[src/rtl/pwg_pkg.sv]
// Package for the posture window gate: request and result types, command codes,
// register indexes and the built-in window table.
// Used by posture_window_gate and the bench; depends on nothing.
package pwg_pkg;

    localparam int SAMPLE_BITS         = 16;
    localparam int FINGER_CHANNELS_DEF = 10;
    localparam int CFG_INDEX_BITS      = 2;
    localparam int CFG_DATA_BITS       = 16;

    localparam logic signed [SAMPLE_BITS-1:0] SMAX = {1'b0, {(SAMPLE_BITS-1){1'b1}}};
    localparam logic signed [SAMPLE_BITS-1:0] SMIN = {1'b1, {(SAMPLE_BITS-1){1'b0}}};

    localparam logic [3:0] MODE_SAMPLE     = 4'd0;
    localparam logic [3:0] MODE_ROUND_END  = 4'd1;
    localparam logic [3:0] MODE_RESET_SEQ  = 4'd2;
    localparam logic [3:0] MODE_START      = 4'd3;
    localparam logic [3:0] MODE_STOP       = 4'd4;
    localparam logic [3:0] MODE_MANUAL     = 4'd5;
    localparam logic [3:0] MODE_AUTO       = 4'd6;
    localparam logic [3:0] MODE_TOGGLE     = 4'd7;
    localparam logic [3:0] MODE_SAY        = 4'd8;
    localparam logic [3:0] MODE_CAL_BEGIN  = 4'd9;
    localparam logic [3:0] MODE_CAL_SAMPLE = 4'd10;
    localparam logic [3:0] MODE_CAL_END    = 4'd11;

    localparam logic [1:0] GS_STANDBY = 2'd0;
    localparam logic [1:0] GS_SLEEP   = 2'd1;
    localparam logic [1:0] GS_RUNNING = 2'd2;
    localparam logic [1:0] GS_WAITING = 2'd3;

    localparam logic [CFG_INDEX_BITS-1:0] CFG_MIN_FINGER  = 2'd0;
    localparam logic [CFG_INDEX_BITS-1:0] CFG_WAKE_HITS   = 2'd1;
    localparam logic [CFG_INDEX_BITS-1:0] CFG_CALIB_MARG  = 2'd2;
    localparam logic [CFG_INDEX_BITS-1:0] CFG_START_DELAY = 2'd3;

    typedef struct packed {
        logic [3:0]                    mode;
        logic [3:0]                    channel;
        logic                          sample_valid;
        logic signed [SAMPLE_BITS-1:0] accel_x;
        logic signed [SAMPLE_BITS-1:0] accel_y;
        logic signed [SAMPLE_BITS-1:0] accel_z;
    } req_t;

    typedef struct packed {
        logic [1:0] op_state;
        logic       manual_mode;
        logic       stream_enabled;
        logic       frame_seq_reset;
        logic       send_waiting_stop;
        logic       send_window_model;
        logic       in_window;
        logic [3:0] pass_streak;
    } res_t;

    localparam logic signed [15:0] FINGER_TAB [10][6] = '{
        '{ -16'sd4410, -16'sd1986, -16'sd16324, -16'sd14570, -16'sd8746, -16'sd1668 },
        '{ -16'sd3648, -16'sd1264, -16'sd16758, -16'sd15362, -16'sd4200, 16'sd1510 },
        '{ -16'sd1000, 16'sd5000, -16'sd15500, 16'sd11002, -16'sd20000, -16'sd13000 },
        '{ -16'sd2502, 16'sd1456, -16'sd19200, -16'sd6958, -16'sd20000, -16'sd12000 },
        '{ -16'sd628, 16'sd3114, -16'sd5200, 16'sd4724, -16'sd15000, -16'sd4000 },
        '{ -16'sd2672, 16'sd1256, -16'sd18000, -16'sd4960, -16'sd19000, -16'sd12000 },
        '{ -16'sd1036, 16'sd2368, -16'sd8100, 16'sd15570, -16'sd17894, -16'sd7946 },
        '{ -16'sd2308, 16'sd1602, -16'sd20100, -16'sd7170, -16'sd20000, -16'sd13000 },
        '{ -16'sd2212, 16'sd3398, -16'sd11950, 16'sd10662, -16'sd18460, -16'sd11836 },
        '{ -16'sd1812, 16'sd2998, -16'sd19500, -16'sd9430, -16'sd18178, -16'sd10498 }
    };
    localparam logic signed [15:0] DORSAL_TAB [6] = '{
        -16'sd3000, 16'sd0, -16'sd9000, -16'sd7000, 16'sd1000, 16'sd3000
    };

    // Window bound after reset for one channel and axis; hi selects the upper bound.
    function automatic logic signed [SAMPLE_BITS-1:0] win_reset(
        input logic [3:0] ch, input logic [3:0] dorsal_ch, input int axis, input logic hi);
        logic signed [SAMPLE_BITS-1:0] v;
        v = hi ? SMIN : SMAX;
        if (ch == dorsal_ch) begin
            v = DORSAL_TAB[2*axis + (hi ? 1 : 0)];
        end else if (ch < 4'd10) begin
            v = FINGER_TAB[ch][2*axis + (hi ? 1 : 0)];
        end
        return v;
    endfunction

endpackage

[src/rtl/pwg_ram.sv]
// Generic single-port-write, single-port-read RAM with a registered read.
// Depends on nothing.
module pwg_ram #(
    parameter int WIDTH = 8,
    parameter int DEPTH = 16
) (
    input  logic                     aclk,
    input  logic                     we,
    input  logic [$clog2(DEPTH)-1:0] waddr,
    input  logic [WIDTH-1:0]         wdata,
    input  logic [$clog2(DEPTH)-1:0] raddr,
    output logic [WIDTH-1:0]         rdata
);

    logic [WIDTH-1:0] mem [DEPTH];

    always_ff @(posedge aclk) begin
        if (we) begin
            mem[waddr] <= wdata;
        end
        rdata <= mem[raddr];
    end

endmodule

[src/rtl/posture_window_gate.sv]
// Each request passes through the read, execute and output states; cal end instead
// walks all channels through the track-read and window-write states before output.
// One request is in flight at a time, set by the read-modify-write of the window
// and track memories through one sequencer. Reset is synchronous and active low;
// it restores registers, gate state and built-in windows at once with no clearing pass.
module posture_window_gate #(
    parameter int FINGER_CHANNELS = pwg_pkg::FINGER_CHANNELS_DEF
) (
    input  logic                                   aclk,
    input  logic                                   aresetn,
    input  logic                                   s_valid,
    output logic                                   s_ready,
    input  pwg_pkg::req_t                          s_data,
    output logic                                   m_valid,
    input  logic                                   m_ready,
    output pwg_pkg::res_t                          m_data,
    input  logic                                   cfg_valid,
    output logic                                   cfg_ready,
    input  logic [pwg_pkg::CFG_INDEX_BITS-1:0]     cfg_index,
    input  logic [pwg_pkg::CFG_DATA_BITS-1:0]      cfg_wdata
);

    localparam int SB  = pwg_pkg::SAMPLE_BITS;
    localparam int NCH = FINGER_CHANNELS + 1;
    localparam int CW  = $clog2(NCH);
    localparam int WW  = 6 * SB;

    localparam logic [2:0] ST_IDLE = 3'd0;
    localparam logic [2:0] ST_RD   = 3'd1;
    localparam logic [2:0] ST_EX   = 3'd2;
    localparam logic [2:0] ST_CRD  = 3'd3;
    localparam logic [2:0] ST_CWR  = 3'd4;
    localparam logic [2:0] ST_OUT  = 3'd5;

    logic [2:0]          state_reg, state_next;
    pwg_pkg::req_t       item_reg;
    pwg_pkg::res_t       res_reg, res_next;
    pwg_pkg::res_t       m_data_reg;
    logic                m_valid_reg;
    logic [CW-1:0]       cnt_reg;

    logic [3:0]  min_finger_reg, wake_hits_reg;
    logic [14:0] margin_reg;
    logic [4:0]  start_delay_reg;

    logic [1:0]  gs_reg, gs_next;
    logic        manual_reg, manual_next;
    logic [3:0]  hits_reg, hits_next;
    logic        started_reg, started_next;
    logic        supp_reg, supp_next;
    logic [4:0]  delay_reg, delay_next;
    logic        dorsal_reg, dorsal_next;
    logic [3:0]  fcount_reg, fcount_next;

    logic [NCH-1:0] wvalid_reg, tvalid_reg;

    logic          win_we, trk_we;
    logic [CW-1:0] win_waddr, trk_raddr, chi;
    logic [WW-1:0] win_wdata, win_rdata, trk_wdata, trk_rdata;
    logic          in_range, is_dorsal;

    logic signed [SB-1:0] smp [3];
    logic signed [SB-1:0] wlo [3];
    logic signed [SB-1:0] whi [3];
    logic signed [SB-1:0] tmin [3];
    logic signed [SB-1:0] tmax [3];

    pwg_ram #(.WIDTH(WW), .DEPTH(NCH)) u_win_ram (
        .aclk  (aclk),
        .we    (win_we),
        .waddr (win_waddr),
        .wdata (win_wdata),
        .raddr (chi),
        .rdata (win_rdata)
    );

    pwg_ram #(.WIDTH(WW), .DEPTH(NCH)) u_trk_ram (
        .aclk  (aclk),
        .we    (trk_we),
        .waddr (chi),
        .wdata (trk_wdata),
        .raddr (trk_raddr),
        .rdata (trk_rdata)
    );

    function automatic logic signed [SB-1:0] sat_add(input logic signed [SB-1:0] a,
                                                      input logic [14:0] m, input logic sub);
        logic signed [SB+1:0] t;
        t = sub ? ($signed({{2{a[SB-1]}}, a}) - $signed((SB+2)'(m)))
                : ($signed({{2{a[SB-1]}}, a}) + $signed((SB+2)'(m)));
        if (t > $signed({2'b00, pwg_pkg::SMAX})) begin
            return pwg_pkg::SMAX;
        end else if (t < $signed({2'b11, pwg_pkg::SMIN})) begin
            return pwg_pkg::SMIN;
        end
        return t[SB-1:0];
    endfunction

    assign chi       = item_reg.channel[CW-1:0];
    assign in_range  = {1'b0, item_reg.channel} < 5'(NCH);
    assign is_dorsal = item_reg.channel == 4'(FINGER_CHANNELS);
    assign trk_raddr = (state_reg == ST_CRD) ? cnt_reg : chi;
    assign win_waddr = cnt_reg;
    assign s_ready   = state_reg == ST_IDLE;
    assign cfg_ready = 1'b1;
    assign m_valid   = m_valid_reg;
    assign m_data    = m_data_reg;

    assign smp[0] = item_reg.accel_x;
    assign smp[1] = item_reg.accel_y;
    assign smp[2] = item_reg.accel_z;

    always_comb begin
        for (int a = 0; a < 3; a++) begin
            if (wvalid_reg[chi]) begin
                wlo[a] = $signed(win_rdata[a*SB +: SB]);
                whi[a] = $signed(win_rdata[3*SB + a*SB +: SB]);
            end else begin
                wlo[a] = pwg_pkg::win_reset(item_reg.channel, 4'(FINGER_CHANNELS), a, 1'b0);
                whi[a] = pwg_pkg::win_reset(item_reg.channel, 4'(FINGER_CHANNELS), a, 1'b1);
            end
            if (state_reg == ST_CWR || tvalid_reg[chi]) begin
                tmin[a] = $signed(trk_rdata[a*SB +: SB]);
                tmax[a] = $signed(trk_rdata[3*SB + a*SB +: SB]);
            end else begin
                tmin[a] = pwg_pkg::SMAX;
                tmax[a] = pwg_pkg::SMIN;
            end
        end
    end

    always_comb begin
        for (int a = 0; a < 3; a++) begin
            trk_wdata[a*SB +: SB]        = (smp[a] < tmin[a]) ? smp[a] : tmin[a];
            trk_wdata[3*SB + a*SB +: SB] = (smp[a] > tmax[a]) ? smp[a] : tmax[a];
            win_wdata[a*SB +: SB]        = sat_add(tmin[a], margin_reg, 1'b1);
            win_wdata[3*SB + a*SB +: SB] = sat_add(tmax[a], margin_reg, 1'b0);
        end
    end

    assign trk_we = state_reg == ST_EX && item_reg.mode == pwg_pkg::MODE_CAL_SAMPLE
                    && in_range && item_reg.sample_valid;
    assign win_we = state_reg == ST_CWR && tvalid_reg[cnt_reg];

    always_comb begin
        logic       inwin, seq, wstop, model;
        logic [3:0] h;
        inwin = 1'b0;
        seq = 1'b0;
        wstop = 1'b0;
        model = 1'b0;
        h = hits_reg;
        gs_next = gs_reg;
        manual_next = manual_reg;
        started_next = started_reg;
        supp_next = supp_reg;
        delay_next = delay_reg;
        dorsal_next = dorsal_reg;
        fcount_next = fcount_reg;
        state_next = state_reg;
        res_next = res_reg;
        unique case (state_reg)
            ST_IDLE: begin
                if (s_valid) begin
                    state_next = (s_data.mode == pwg_pkg::MODE_CAL_END) ? ST_CRD : ST_RD;
                end
            end
            ST_RD: state_next = ST_EX;
            ST_CRD: state_next = ST_CWR;
            ST_CWR: begin
                if (cnt_reg == CW'(NCH - 1)) begin
                    model = 1'b1;
                    state_next = ST_OUT;
                end else begin
                    state_next = ST_CRD;
                end
            end
            ST_EX: begin
                state_next = ST_OUT;
                case (item_reg.mode)
                    pwg_pkg::MODE_SAMPLE: begin
                        if (in_range && item_reg.sample_valid) begin
                            inwin = 1'b1;
                            for (int a = 0; a < 3; a++) begin
                                if (smp[a] < wlo[a] || smp[a] > whi[a]) begin
                                    inwin = 1'b0;
                                end
                            end
                        end
                        if (is_dorsal) begin
                            dorsal_next = inwin;
                        end else if (in_range && inwin && fcount_reg != 4'd15) begin
                            fcount_next = fcount_reg + 4'd1;
                        end
                    end
                    pwg_pkg::MODE_ROUND_END: begin
                        if (supp_reg) begin
                            h = '0;
                        end else if (delay_reg != '0) begin
                            delay_next = delay_reg - 5'd1;
                            h = '0;
                        end else if (!(gs_reg == pwg_pkg::GS_STANDBY
                                       || (gs_reg == pwg_pkg::GS_RUNNING && started_reg))) begin
                            h = '0;
                        end else if (!dorsal_reg || fcount_reg < min_finger_reg) begin
                            h = '0;
                        end else if (h != 4'd15) begin
                            h = h + 4'd1;
                        end
                        if (h != '0 && h >= wake_hits_reg) begin
                            if (gs_reg == pwg_pkg::GS_STANDBY) begin
                                if (!manual_reg) begin
                                    gs_next = pwg_pkg::GS_RUNNING;
                                    seq = 1'b1;
                                end
                            end else if (gs_reg == pwg_pkg::GS_RUNNING && started_reg) begin
                                wstop = 1'b1;
                                gs_next = pwg_pkg::GS_WAITING;
                                supp_next = 1'b1;
                                started_next = 1'b0;
                            end
                            h = '0;
                        end
                        dorsal_next = 1'b0;
                        fcount_next = '0;
                    end
                    pwg_pkg::MODE_RESET_SEQ: seq = 1'b1;
                    pwg_pkg::MODE_START: begin
                        seq = 1'b1;
                        gs_next = pwg_pkg::GS_RUNNING;
                        started_next = 1'b1;
                        delay_next = start_delay_reg;
                    end
                    pwg_pkg::MODE_STOP: begin
                        seq = 1'b1;
                        gs_next = manual_reg ? pwg_pkg::GS_SLEEP : pwg_pkg::GS_STANDBY;
                        h = '0;
                        started_next = 1'b0;
                    end
                    pwg_pkg::MODE_MANUAL: begin
                        manual_next = 1'b1;
                        gs_next = pwg_pkg::GS_SLEEP;
                        h = '0;
                        started_next = 1'b0;
                    end
                    pwg_pkg::MODE_AUTO: begin
                        manual_next = 1'b0;
                        gs_next = pwg_pkg::GS_STANDBY;
                        h = '0;
                        started_next = 1'b0;
                        model = 1'b1;
                    end
                    pwg_pkg::MODE_TOGGLE: begin
                        manual_next = !manual_reg;
                        gs_next = manual_reg ? pwg_pkg::GS_STANDBY : pwg_pkg::GS_SLEEP;
                    end
                    pwg_pkg::MODE_SAY: begin
                        if (gs_reg == pwg_pkg::GS_WAITING || supp_reg) begin
                            supp_next = 1'b0;
                            gs_next = pwg_pkg::GS_STANDBY;
                            h = '0;
                        end
                    end
                    default: ;
                endcase
            end
            ST_OUT: begin
                if (!m_valid_reg || m_ready) begin
                    state_next = ST_IDLE;
                end
            end
            default: state_next = ST_IDLE;
        endcase
        hits_next = h;
        if (state_reg == ST_EX || (state_reg == ST_CWR && state_next == ST_OUT)) begin
            res_next.op_state          = gs_next;
            res_next.manual_mode       = manual_next;
            res_next.stream_enabled    = gs_next == pwg_pkg::GS_RUNNING;
            res_next.frame_seq_reset   = seq;
            res_next.send_waiting_stop = wstop;
            res_next.send_window_model = model;
            res_next.in_window         = inwin;
            res_next.pass_streak       = h;
        end
    end

    always_ff @(posedge aclk) begin
        if (!aresetn) begin
            state_reg       <= ST_IDLE;
            m_valid_reg     <= 1'b0;
            cnt_reg         <= '0;
            min_finger_reg  <= 4'd6;
            wake_hits_reg   <= 4'd5;
            margin_reg      <= 15'd2000;
            start_delay_reg <= 5'd20;
            gs_reg          <= pwg_pkg::GS_STANDBY;
            manual_reg      <= 1'b0;
            hits_reg        <= '0;
            started_reg     <= 1'b0;
            supp_reg        <= 1'b0;
            delay_reg       <= '0;
            dorsal_reg      <= 1'b0;
            fcount_reg      <= '0;
            wvalid_reg      <= '0;
            tvalid_reg      <= '0;
        end else begin
            state_reg   <= state_next;
            gs_reg      <= gs_next;
            manual_reg  <= manual_next;
            hits_reg    <= hits_next;
            started_reg <= started_next;
            supp_reg    <= supp_next;
            delay_reg   <= delay_next;
            dorsal_reg  <= dorsal_next;
            fcount_reg  <= fcount_next;
            if (cfg_valid && cfg_ready) begin
                unique case (cfg_index)
                    pwg_pkg::CFG_MIN_FINGER:  min_finger_reg  <= cfg_wdata[3:0];
                    pwg_pkg::CFG_WAKE_HITS:   wake_hits_reg   <= cfg_wdata[3:0];
                    pwg_pkg::CFG_CALIB_MARG:  margin_reg      <= cfg_wdata[14:0];
                    pwg_pkg::CFG_START_DELAY: start_delay_reg <= cfg_wdata[4:0];
                    default: ;
                endcase
            end
            if (state_reg == ST_IDLE) begin
                cnt_reg <= '0;
            end else if (state_reg == ST_CWR) begin
                cnt_reg <= cnt_reg + CW'(1);
            end
            if (win_we) begin
                wvalid_reg[cnt_reg] <= 1'b1;
            end
            if (trk_we) begin
                tvalid_reg[chi] <= 1'b1;
            end
            if (state_reg == ST_EX && item_reg.mode == pwg_pkg::MODE_CAL_BEGIN) begin
                tvalid_reg <= '0;
            end
            if (state_reg == ST_OUT && (!m_valid_reg || m_ready)) begin
                m_valid_reg <= 1'b1;
            end else if (m_ready) begin
                m_valid_reg <= 1'b0;
            end
        end
    end

    always_ff @(posedge aclk) begin
        if (s_valid && s_ready) begin
            item_reg <= s_data;
        end
        res_reg <= res_next;
        if (state_reg == ST_OUT && (!m_valid_reg || m_ready)) begin
            m_data_reg <= res_reg;
        end
    end

    a_one_at_a_time: assert property (@(posedge aclk) disable iff (!aresetn)
        (s_valid && s_ready) |=> !s_ready)
        else $error("request accepted while another is in flight");

    a_stream_matches_state: assert property (@(posedge aclk) disable iff (!aresetn)
        m_valid |-> (m_data.stream_enabled == (m_data.op_state == pwg_pkg::GS_RUNNING)))
        else $error("stream enable disagrees with state");

    a_wstop_state: assert property (@(posedge aclk) disable iff (!aresetn)
        (m_valid && m_data.send_waiting_stop) |-> (m_data.op_state == pwg_pkg::GS_WAITING))
        else $error("waiting-stop pulse outside waiting state");

    a_sample_only: assert property (@(posedge aclk) disable iff (!aresetn)
        (m_valid && m_data.in_window) |-> (!m_data.frame_seq_reset && !m_data.send_window_model))
        else $error("in-window flag on a command result");

endmodule

[config.mk]
export PLATFORM = sky130hd
export DESIGN_NAME = posture_window_gate
export DESIGN_NICKNAME = d
export VERILOG_FILES = /design/src/rtl/pwg_pkg.sv /design/src/rtl/pwg_ram.sv /design/src/rtl/posture_window_gate.sv
export SDC_FILE = /design/constraint.sdc
export NUM_CORES = 2
export LEC_CHECK = 0
export BUFFER_PORTS_ARGS = -buffer_cell sky130_fd_sc_hd__buf_2
export CAP_MARGIN = 20
export CORE_MARGIN = 3
export CORE_UTILIZATION = 57
export CTS_BUF_LIST = sky130_fd_sc_hd__clkbuf_16
export DETAILED_ROUTE_END_ITERATION = 7
export GPL_TIMING_DRIVEN = 0
export HOLD_SLACK_MARGIN = 0.03
export PLACE_DENSITY = 0.76
export SLEW_MARGIN = 20
export SYNTH_ARGS = -nofsm -noshare
export SYNTH_HDL_FRONTEND = slang
export SYNTH_SLANG_ARGS = --single-unit
[constraint.sdc]
create_clock -name aclk -period 8.5 [get_ports aclk]
set_input_delay 0.425 -clock aclk [delete_from_list [all_inputs] [get_ports aclk]]
set_output_delay 0.425 -clock aclk [all_outputs]
set_load 0.02 [all_outputs]
# Word level (Yosys, flattened, before mapping)
# Memory sizes are Yosys's and may differ from the RTL's. A register that Yosys moved wholly into a read port is not among the register bits.
# Cells that the tools add are included.
# Widths: inputs -> output; s select.
[op_classes] addsub=10 mul=0 div_mod_pow=0 magnitude_cmp=33 eq_ne=36 shifts=0 n_mux=137 bitwise=7 n_reduce_logical=53
[ops] operator="$mux 16" count=48
[ops] operator="$mux 96" count=2
[ops] operator="$gt 17x16->1 const B" count=6
[ops] operator="$lt 17x16->1 const B" count=6
[ops] operator="$gt 16x16->1" count=6
[ops] operator="$lt 16x16->1" count=6
[ops] operator="$mux 4" count=13
[ops] operator="$add 16x16->17" count=3
[ops] operator="$sub 16x16->17" count=3
[ops] operator="$mux 1" count=46
[ops] operator="$eq 4x4->1 const B" count=6
[ops] operator="$or 11x11->11" count=2
[ops] operator="$ne 2x2->1 const B" count=9
[ops] operator="$pmux 3 s6" count=1
[ops] operator="$eq 4x3->1 const B" count=4
[ops] operator="$logic_and 1x1->1" count=15
[ops] operator="$mux 2" count=7
[ops] operator="$pmux 2 s7" count=1
[ops] operator="$add 4x1->4 const B" count=3
[ops] operator="$bmux 1 s4" count=3
[ops] operator="$pmux 4 s3" count=1
[ops] operator="$eq 2x2->1 const B" count=5
[ops] operator="$lt 4x5->1 const B" count=2
[ops] operator="$mux 5" count=2
[ops] operator="other kinds (38)" count=76
[word_totals] reg_bits=158 latch_bits=0 mem_bits_rw=2112 mem_bits_ro=1536 input_bits=80 out_inout_bits=15 wordCells=318 n_memories=3
[memory_table] name="(name not given)" depth=16 word_bits=96 rd=1 rd_clocked_by_memory_dff=0 write_ports=0 line_no="pwg_pkg.sv:81" rtl="v = FINGER_TAB[ch][2*axis + (hi ? 1 : 0)];"
[memory_table] name="u_trk_ram.mem" depth=11 word_bits=96 rd=1 rd_clocked_by_memory_dff=1 write_ports=1 line_no="pwg_ram.sv:15" rtl="logic [WIDTH-1:0] mem [DEPTH];"
[memory_table] name="u_win_ram.mem" depth=11 word_bits=96 rd=1 rd_clocked_by_memory_dff=1 write_ports=1 line_no="pwg_ram.sv:15"

# Logic depth before layout (Yosys ltp)
[depth] word_depth=20 mapped_depth=22 depth_no_buf=18

# Modules after synthesis
# From an unflattened synthesis, not the netlist that was laid out.
[hier_totals] hier_cells=7029 area_unflattened_um2=105650.1
[by_module_without_submodules] module="pwg_ram" instances=2 cells_each=2272 area_each_um2=43309.0 seq_area_each_um2=33632.3
[by_module_without_submodules] module="posture_window_gate" instances=1 cells_each=2485 area_each_um2=19032.0 seq_area_each_um2=3973.8

# Least setup slack after synthesis
# Ideal clock, no wire load.
[synth_timing] path_kind="flip-flop to flip-flop" start="register cnt_reg[0]" end="memory u_win_ram.mem[1][0] (netlist bit) (enable)" setup_time_ns=0.671 t_arrival_ns=7.769 required_ns=7.829 path_slack_ns=0.061 stages_incl_launch_ff=7 n_path_buf=0 period_less_slack_ns=8.439 cell_sequence="dfxtp_1 > mux4_2 > mux2i_1 > o22a_1 > nor2_1 > nand2_1 > nor3_1"
[synth_via] elab_chain_len=5
[synth_lines] element="from (decl)" line_no="posture_window_gate.sv:40" rtl="logic [CW-1:0] cnt_reg;"
[synth_lines] element="from (signal assigned)" line_no="posture_window_gate.sv:328" rtl="cnt_reg <= cnt_reg + CW'(1);"
[synth_lines] element="$bmux 1 s4" line_no="posture_window_gate.sv:143" rtl="assign win_we = state_reg == ST_CWR && tvalid_reg[cnt_reg];"
[synth_lines] element="$mux 1 (implied by the code)" line_no="posture_window_gate.sv:143"
[synth_lines] element="$logic_and 1x1->1" line_no="posture_window_gate.sv:143"
[synth_lines] element="$mux 1" line_no="pwg_ram.sv:18" rtl="if (we) begin"
[synth_lines] element="$mux 1 (implied by the code)" line_no="pwg_ram.sv:19" rtl="mem[waddr] <= wdata;"
[synth_lines] element="to (decl)" line_no="pwg_ram.sv:15"
# Parallel ways exist; a longest one is shown, timed or not. The select of a mux whose other input is x is not followed.

# Worst setup path in the final report
[layout_timing] start="register item_reg, in the netlist chi[0]" end="register fcount_reg[2]"
[layout_via] elab_chain_len=19 word_cells_on_any_way=48 cone_classes="8 x order compare; 3 x eq/ne; 28 x mux; 1 x bitwise; 7 x reduce/logical; 1 x memory"
[layout_lines] element="from (decl)" line_no="posture_window_gate.sv:36" rtl="pwg_pkg::req_t item_reg;"
[layout_lines] element="from (signal assigned)" line_no="posture_window_gate.sv:349" rtl="item_reg <= s_data;"
[layout_lines] element="$not 4->5 (implied by the code)" line_no="pwg_pkg.sv:81"
[layout_lines] element="$mem_v2 16x96"
[layout_lines] element="$mux 96 (implied by the code) (2 in a row)" line_no="pwg_pkg.sv:81"
[layout_lines] element="$mux 16" line_no="pwg_pkg.sv:80" rtl="end else if (ch < 4'd10) begin"
[layout_lines] element="$mux 16" line_no="pwg_pkg.sv:78" rtl="if (ch == dorsal_ch) begin"
[layout_lines] element="$mux 16" line_no="posture_window_gate.sv:115" rtl="if (wvalid_reg[chi]) begin"
[layout_lines] element="$lt 16x16->1 or $gt 16x16->1 (tied branches)" line_no="posture_window_gate.sv:185" rtl="if (smp[a] < wlo[a] || smp[a] > whi[a]) begin"
[layout_lines] element="$logic_or 1x1->1" line_no="posture_window_gate.sv:185"
[layout_lines] element="$mux 1 (3 in a row)" line_no="posture_window_gate.sv:185"
[layout_lines] element="$mux 1" line_no="posture_window_gate.sv:182" rtl="if (in_range && item_reg.sample_valid) begin"
[layout_lines] element="$mux 1" line_no="posture_window_gate.sv:180" rtl="case (item_reg.mode)"
[layout_lines] element="$mux 1" line_no="posture_window_gate.sv:162" rtl="unique case (state_reg)"
[layout_lines] element="$logic_and 1x1->1 (2 in a row)" line_no="posture_window_gate.sv:192" rtl="end else if (in_range && inwin && fcount_reg != 4'd15) begin"
[layout_lines] element="$ne 2x2->1 (no source line)"
[layout_lines] element="$reduce_and 4->1 (no source line) (*)"
[layout_lines] element="to (signal assigned)" line_no="posture_window_gate.sv:315" rtl="fcount_reg <= fcount_next;"
[layout_lines] element="to (decl)" line_no="posture_window_gate.sv:53" rtl="logic [3:0] fcount_reg, fcount_next;"
# Every way passes the cells marked *; elsewhere a longest branch is shown, timed or not. The select of a mux whose other input is x is not followed.
# A chain may end at the register's enable or synchronous reset.

==> metrics <==
Final Power=27.2 mW; Worst-Skew Late Latency=~0.93 ns; Worst setup SP type=register; hold_sp=cfg_index[0]; setup_tns=0 ns; Hold Buf Count CTS=81; Primary FF master, synth=edfxtp_1; WL per Instance=30.6 um; # rows=155; CTS clock-pin slew for the worst setup and hold paths=0.07 ns; Sw Share=0.258; dpl cells=10000; asr flop ratio synth=0; status=finished clean; Largest regs=u_trk_ram.mem (1056), u_win_ram.mem (1056); Area Growth Syn to Fin=13.7%; ANT nets after route=0; die footprint=187000 sq um; Clock Skew=0.0677 ns; met1 WL=between 100 and 150 mm; Cell Area, Synth=104000 sq um; Hold Vio Cnt, Final=0; vias in the first global route=65700; routability cong.=1.01; CP required=9.33 ns; post-route clock period utilization=0.980; GRT Total Usage=0.344; post-layout instance area=around 120000 sq um; sw power=approximately 7 mW; Critical Setup Path Class=register to register; RSZ-0062 raised after global routing=no; syn avg cell area=13.9 sq um; Vias=67900; crit end category=register; Avg Vias per Cell=6.43; pwr dens=230 nW/um^2; largest net degree at the start of global routing=53; top cell type's share of synthesized area=0.636; layout cell share with drive strength beyond 1=0.119; Initial Util=0.577; worst setup margin=0.169 ns; DP Area=109000 sq um; die width=432 um; Worst Path Arrival=9.16 ns; reg2reg path depth=19; highest routed metal layer=met5; Post-synth EDFFs=2193; Synth Net Count=7835; Max Slew Vio Count=0; Slew HR=0.117; Core Area=180000 sq um; PortBufs=92; Place WS=0.351 ns; total routed wirelength=323 mm; Hold Path Sink=wake_hits_reg[2]$_SDFFE_PN1P_; Reg-to-Reg End=fcount_reg[2]$_SDFFE_PN0P_; Remaining DRCs=0; Gate power share=0.112; # IOs=95; Final Util=0.656; Worst Hold Class=input pin to register; CTS tree=built; Final nets=8371; chip height=432 um; total CTS buffers=between 200 and 250; DR pass1 iterations=6; total grt overflow=0; Yosys top cell by area=edfxtp_1; met2 WL=148 mm; Max Root-Sink Buffers=3; Crit Reg-Reg Startpoint=chi[0]$_DFFE_PP_; Max FO, Critical Path=10; main area contributors after synthesis=edfxtp_1 (64%), dfxtp_1 (5.2%), nand2_1 (4.7%); 1st-iter DRT viols=roughly 9700; Setup Fix Bufs, Post-CTS=0; root buffer cell=clkbuf_16; Reg2Reg Setup Slack=around 0.17 ns; Leak=42.1 nW; Met3 Wirelength=about 38 mm; Synth cell types=91; Int Pwr=about 20 mW; Cell Count, Final, Fillers Out=10600; Worst-Margin Slew=1.32 ns; first-pass GRT wire length=457 mm; Ys Warns=0; sequential power share=0.512; power share of the clock group=0.377; Yosys reg bits=2462; Final min period=8.33 ns; Mapped Cells=between 7000 and 8000; Fin Hold WS=0.0809 ns; clk sinks=2462; Peak Freq=120 MHz; cell count of the worst hold path=4; post-CTS sizing=0; Max Cap Viol=0; CTS H-tree depth=4; sequential element share of the synthesized area=0.688; Detailed Place HPWL=230 mm; peak supply drop=0.210 mV; # setup viols final=0; initial antenna violation count=25
[cell families (layout without fill, tap and decap cells)]
logic type      after synthesis  count (layout)  synth area share
simple gates               2176            2176            0.0917
mux                         501             501            0.0732
xor+xnor                     65              65           0.00550
fa+ha+maj                   307             307            0.0375
flops                      2462            2462             0.688
other cells                   1              12         0.0000362
buf+inv                     573            1323            0.0213
compound gates             1363            1363            0.0831
[area by class of cell]
class                   count  area (sq um)
diodes                     11          27.5
repair buffers            300          3400
fillers                 12300         61800
clock inverters           215          1720
flip-flops and latches   2462         71200
well taps                2355          2950
plain buffers             401          1590
clock buffers             235          5880
inverters                 172           646
multi-input cells        4413         30400
[critical path, cell delays in order (launching register included)]
cell       delay, ns
edfxtp_1        0.69
buf_2           0.35
clkbuf_2        0.59
buf_2           0.58
inv_1           0.44
ha_1            0.33
clkbuf_1        0.28
nand2_1         0.37
nand2_1         0.16
a21oi_1         0.83
a22oi_1         0.33
ha_1            0.31
a2111o_1        0.41
o32ai_1         0.32
nor2b_1         0.18
a311oi_1        0.19
a2111oi_1       0.90
and4_1          0.46
or3b_1          0.38
a21oi_1         0.14
[cell usage after synthesis (29+ instances only)]
cell,instances
a211oi_1,115
a21o_1,59
a21oi_1,472
a311oi_1,101
a31oi_1,114
and3_1,117
buf_1,56
clkbuf_1,315
dfxtp_1,269
edfxtp_1,2193
ha_1,301
inv_1,170
mux2_2,78
mux2i_1,226
mux4_2,196
nand2_1,1286
nand2b_1,63
nand3_1,226
nand4_1,34
nor2_1,244
nor2b_1,45
nor3_1,63
o211ai_1,121
o21a_1,29
o21ai_0,232
xnor2_1,36
xor2_1,29
[power by group through the flow]
stage | combinational (mW) | sequential, mW | clock (mW)
floorplan | 1.78 | 13.9 | 0
global placement | 2.77 | 14.1 | 0
detailed placement | 2.88 | 14.1 | 0
CTS | 2.93 | 13.9 | 10.3
global route | 3.23 | 13.9 | 10.8
finish | 3.03 | 13.9 | 10.2
[metal layers]
layer  vias up  GRT usage
li1      29300          -
met1     33400      0.439
met2      4258      0.532
met3       912     0.0882
met4         8      0.214
met5         -          0
[worst max path at each step]
stage          cells after the start                    start                        endpoint
6_report                          19         chi[0]$_DFFE_PP_      fcount_reg[2]$_SDFFE_PN0P_
5_1_grt                           19         chi[0]$_DFFE_PP_      fcount_reg[2]$_SDFFE_PN0P_
4_1_cts                           19         chi[0]$_DFFE_PP_      fcount_reg[2]$_SDFFE_PN0P_
3_5_place_dp                      19         chi[0]$_DFFE_PP_      fcount_reg[2]$_SDFFE_PN0P_
3_3_place_gp                       6  state_reg[1]$_SDFF_PN0_  u_win_ram.mem[0][89]$_DFFE_PP_
2_1_floorplan                      6  cnt_reg[0]$_SDFFE_PP0P_   u_win_ram.mem[1][0]$_DFFE_PP_
[cells in the final DEF, fill, tap and decap left out, types with 34 or more instances in the layout]
master	Yosys	final
xnor2_1	36	36
dfxtp_1	269	268
ha_1	301	301
nor2_1	244	237
nor2b_1	45	45
mux2i_1	226	222
nand2_1	1286	1286
edfxtp_1	2193	2193
mux2_2	78	78
o21ai_0	232	222
nand2b_1	63	63
a311oi_1	101	101
a31oi_1	114	114
buf_1	56	50
a21o_1	59	59
clkinv_2	0	50
inv_1	170	225
a211oi_1	115	113
buf_4	2	42
buf_2	26	121
dlygate4sd3_1	0	81
clkbuf_1	315	300
and3_1	117	116
nand3_1	226	226
buf_16	0	34
mux4_2	196	196
clkbuf_16	0	235
a21oi_1	472	458
clkinv_1	2	47
nand4_1	34	34
o211ai_1	121	121
nor3_1	63	56
Power figures use the tool's default switching activity.
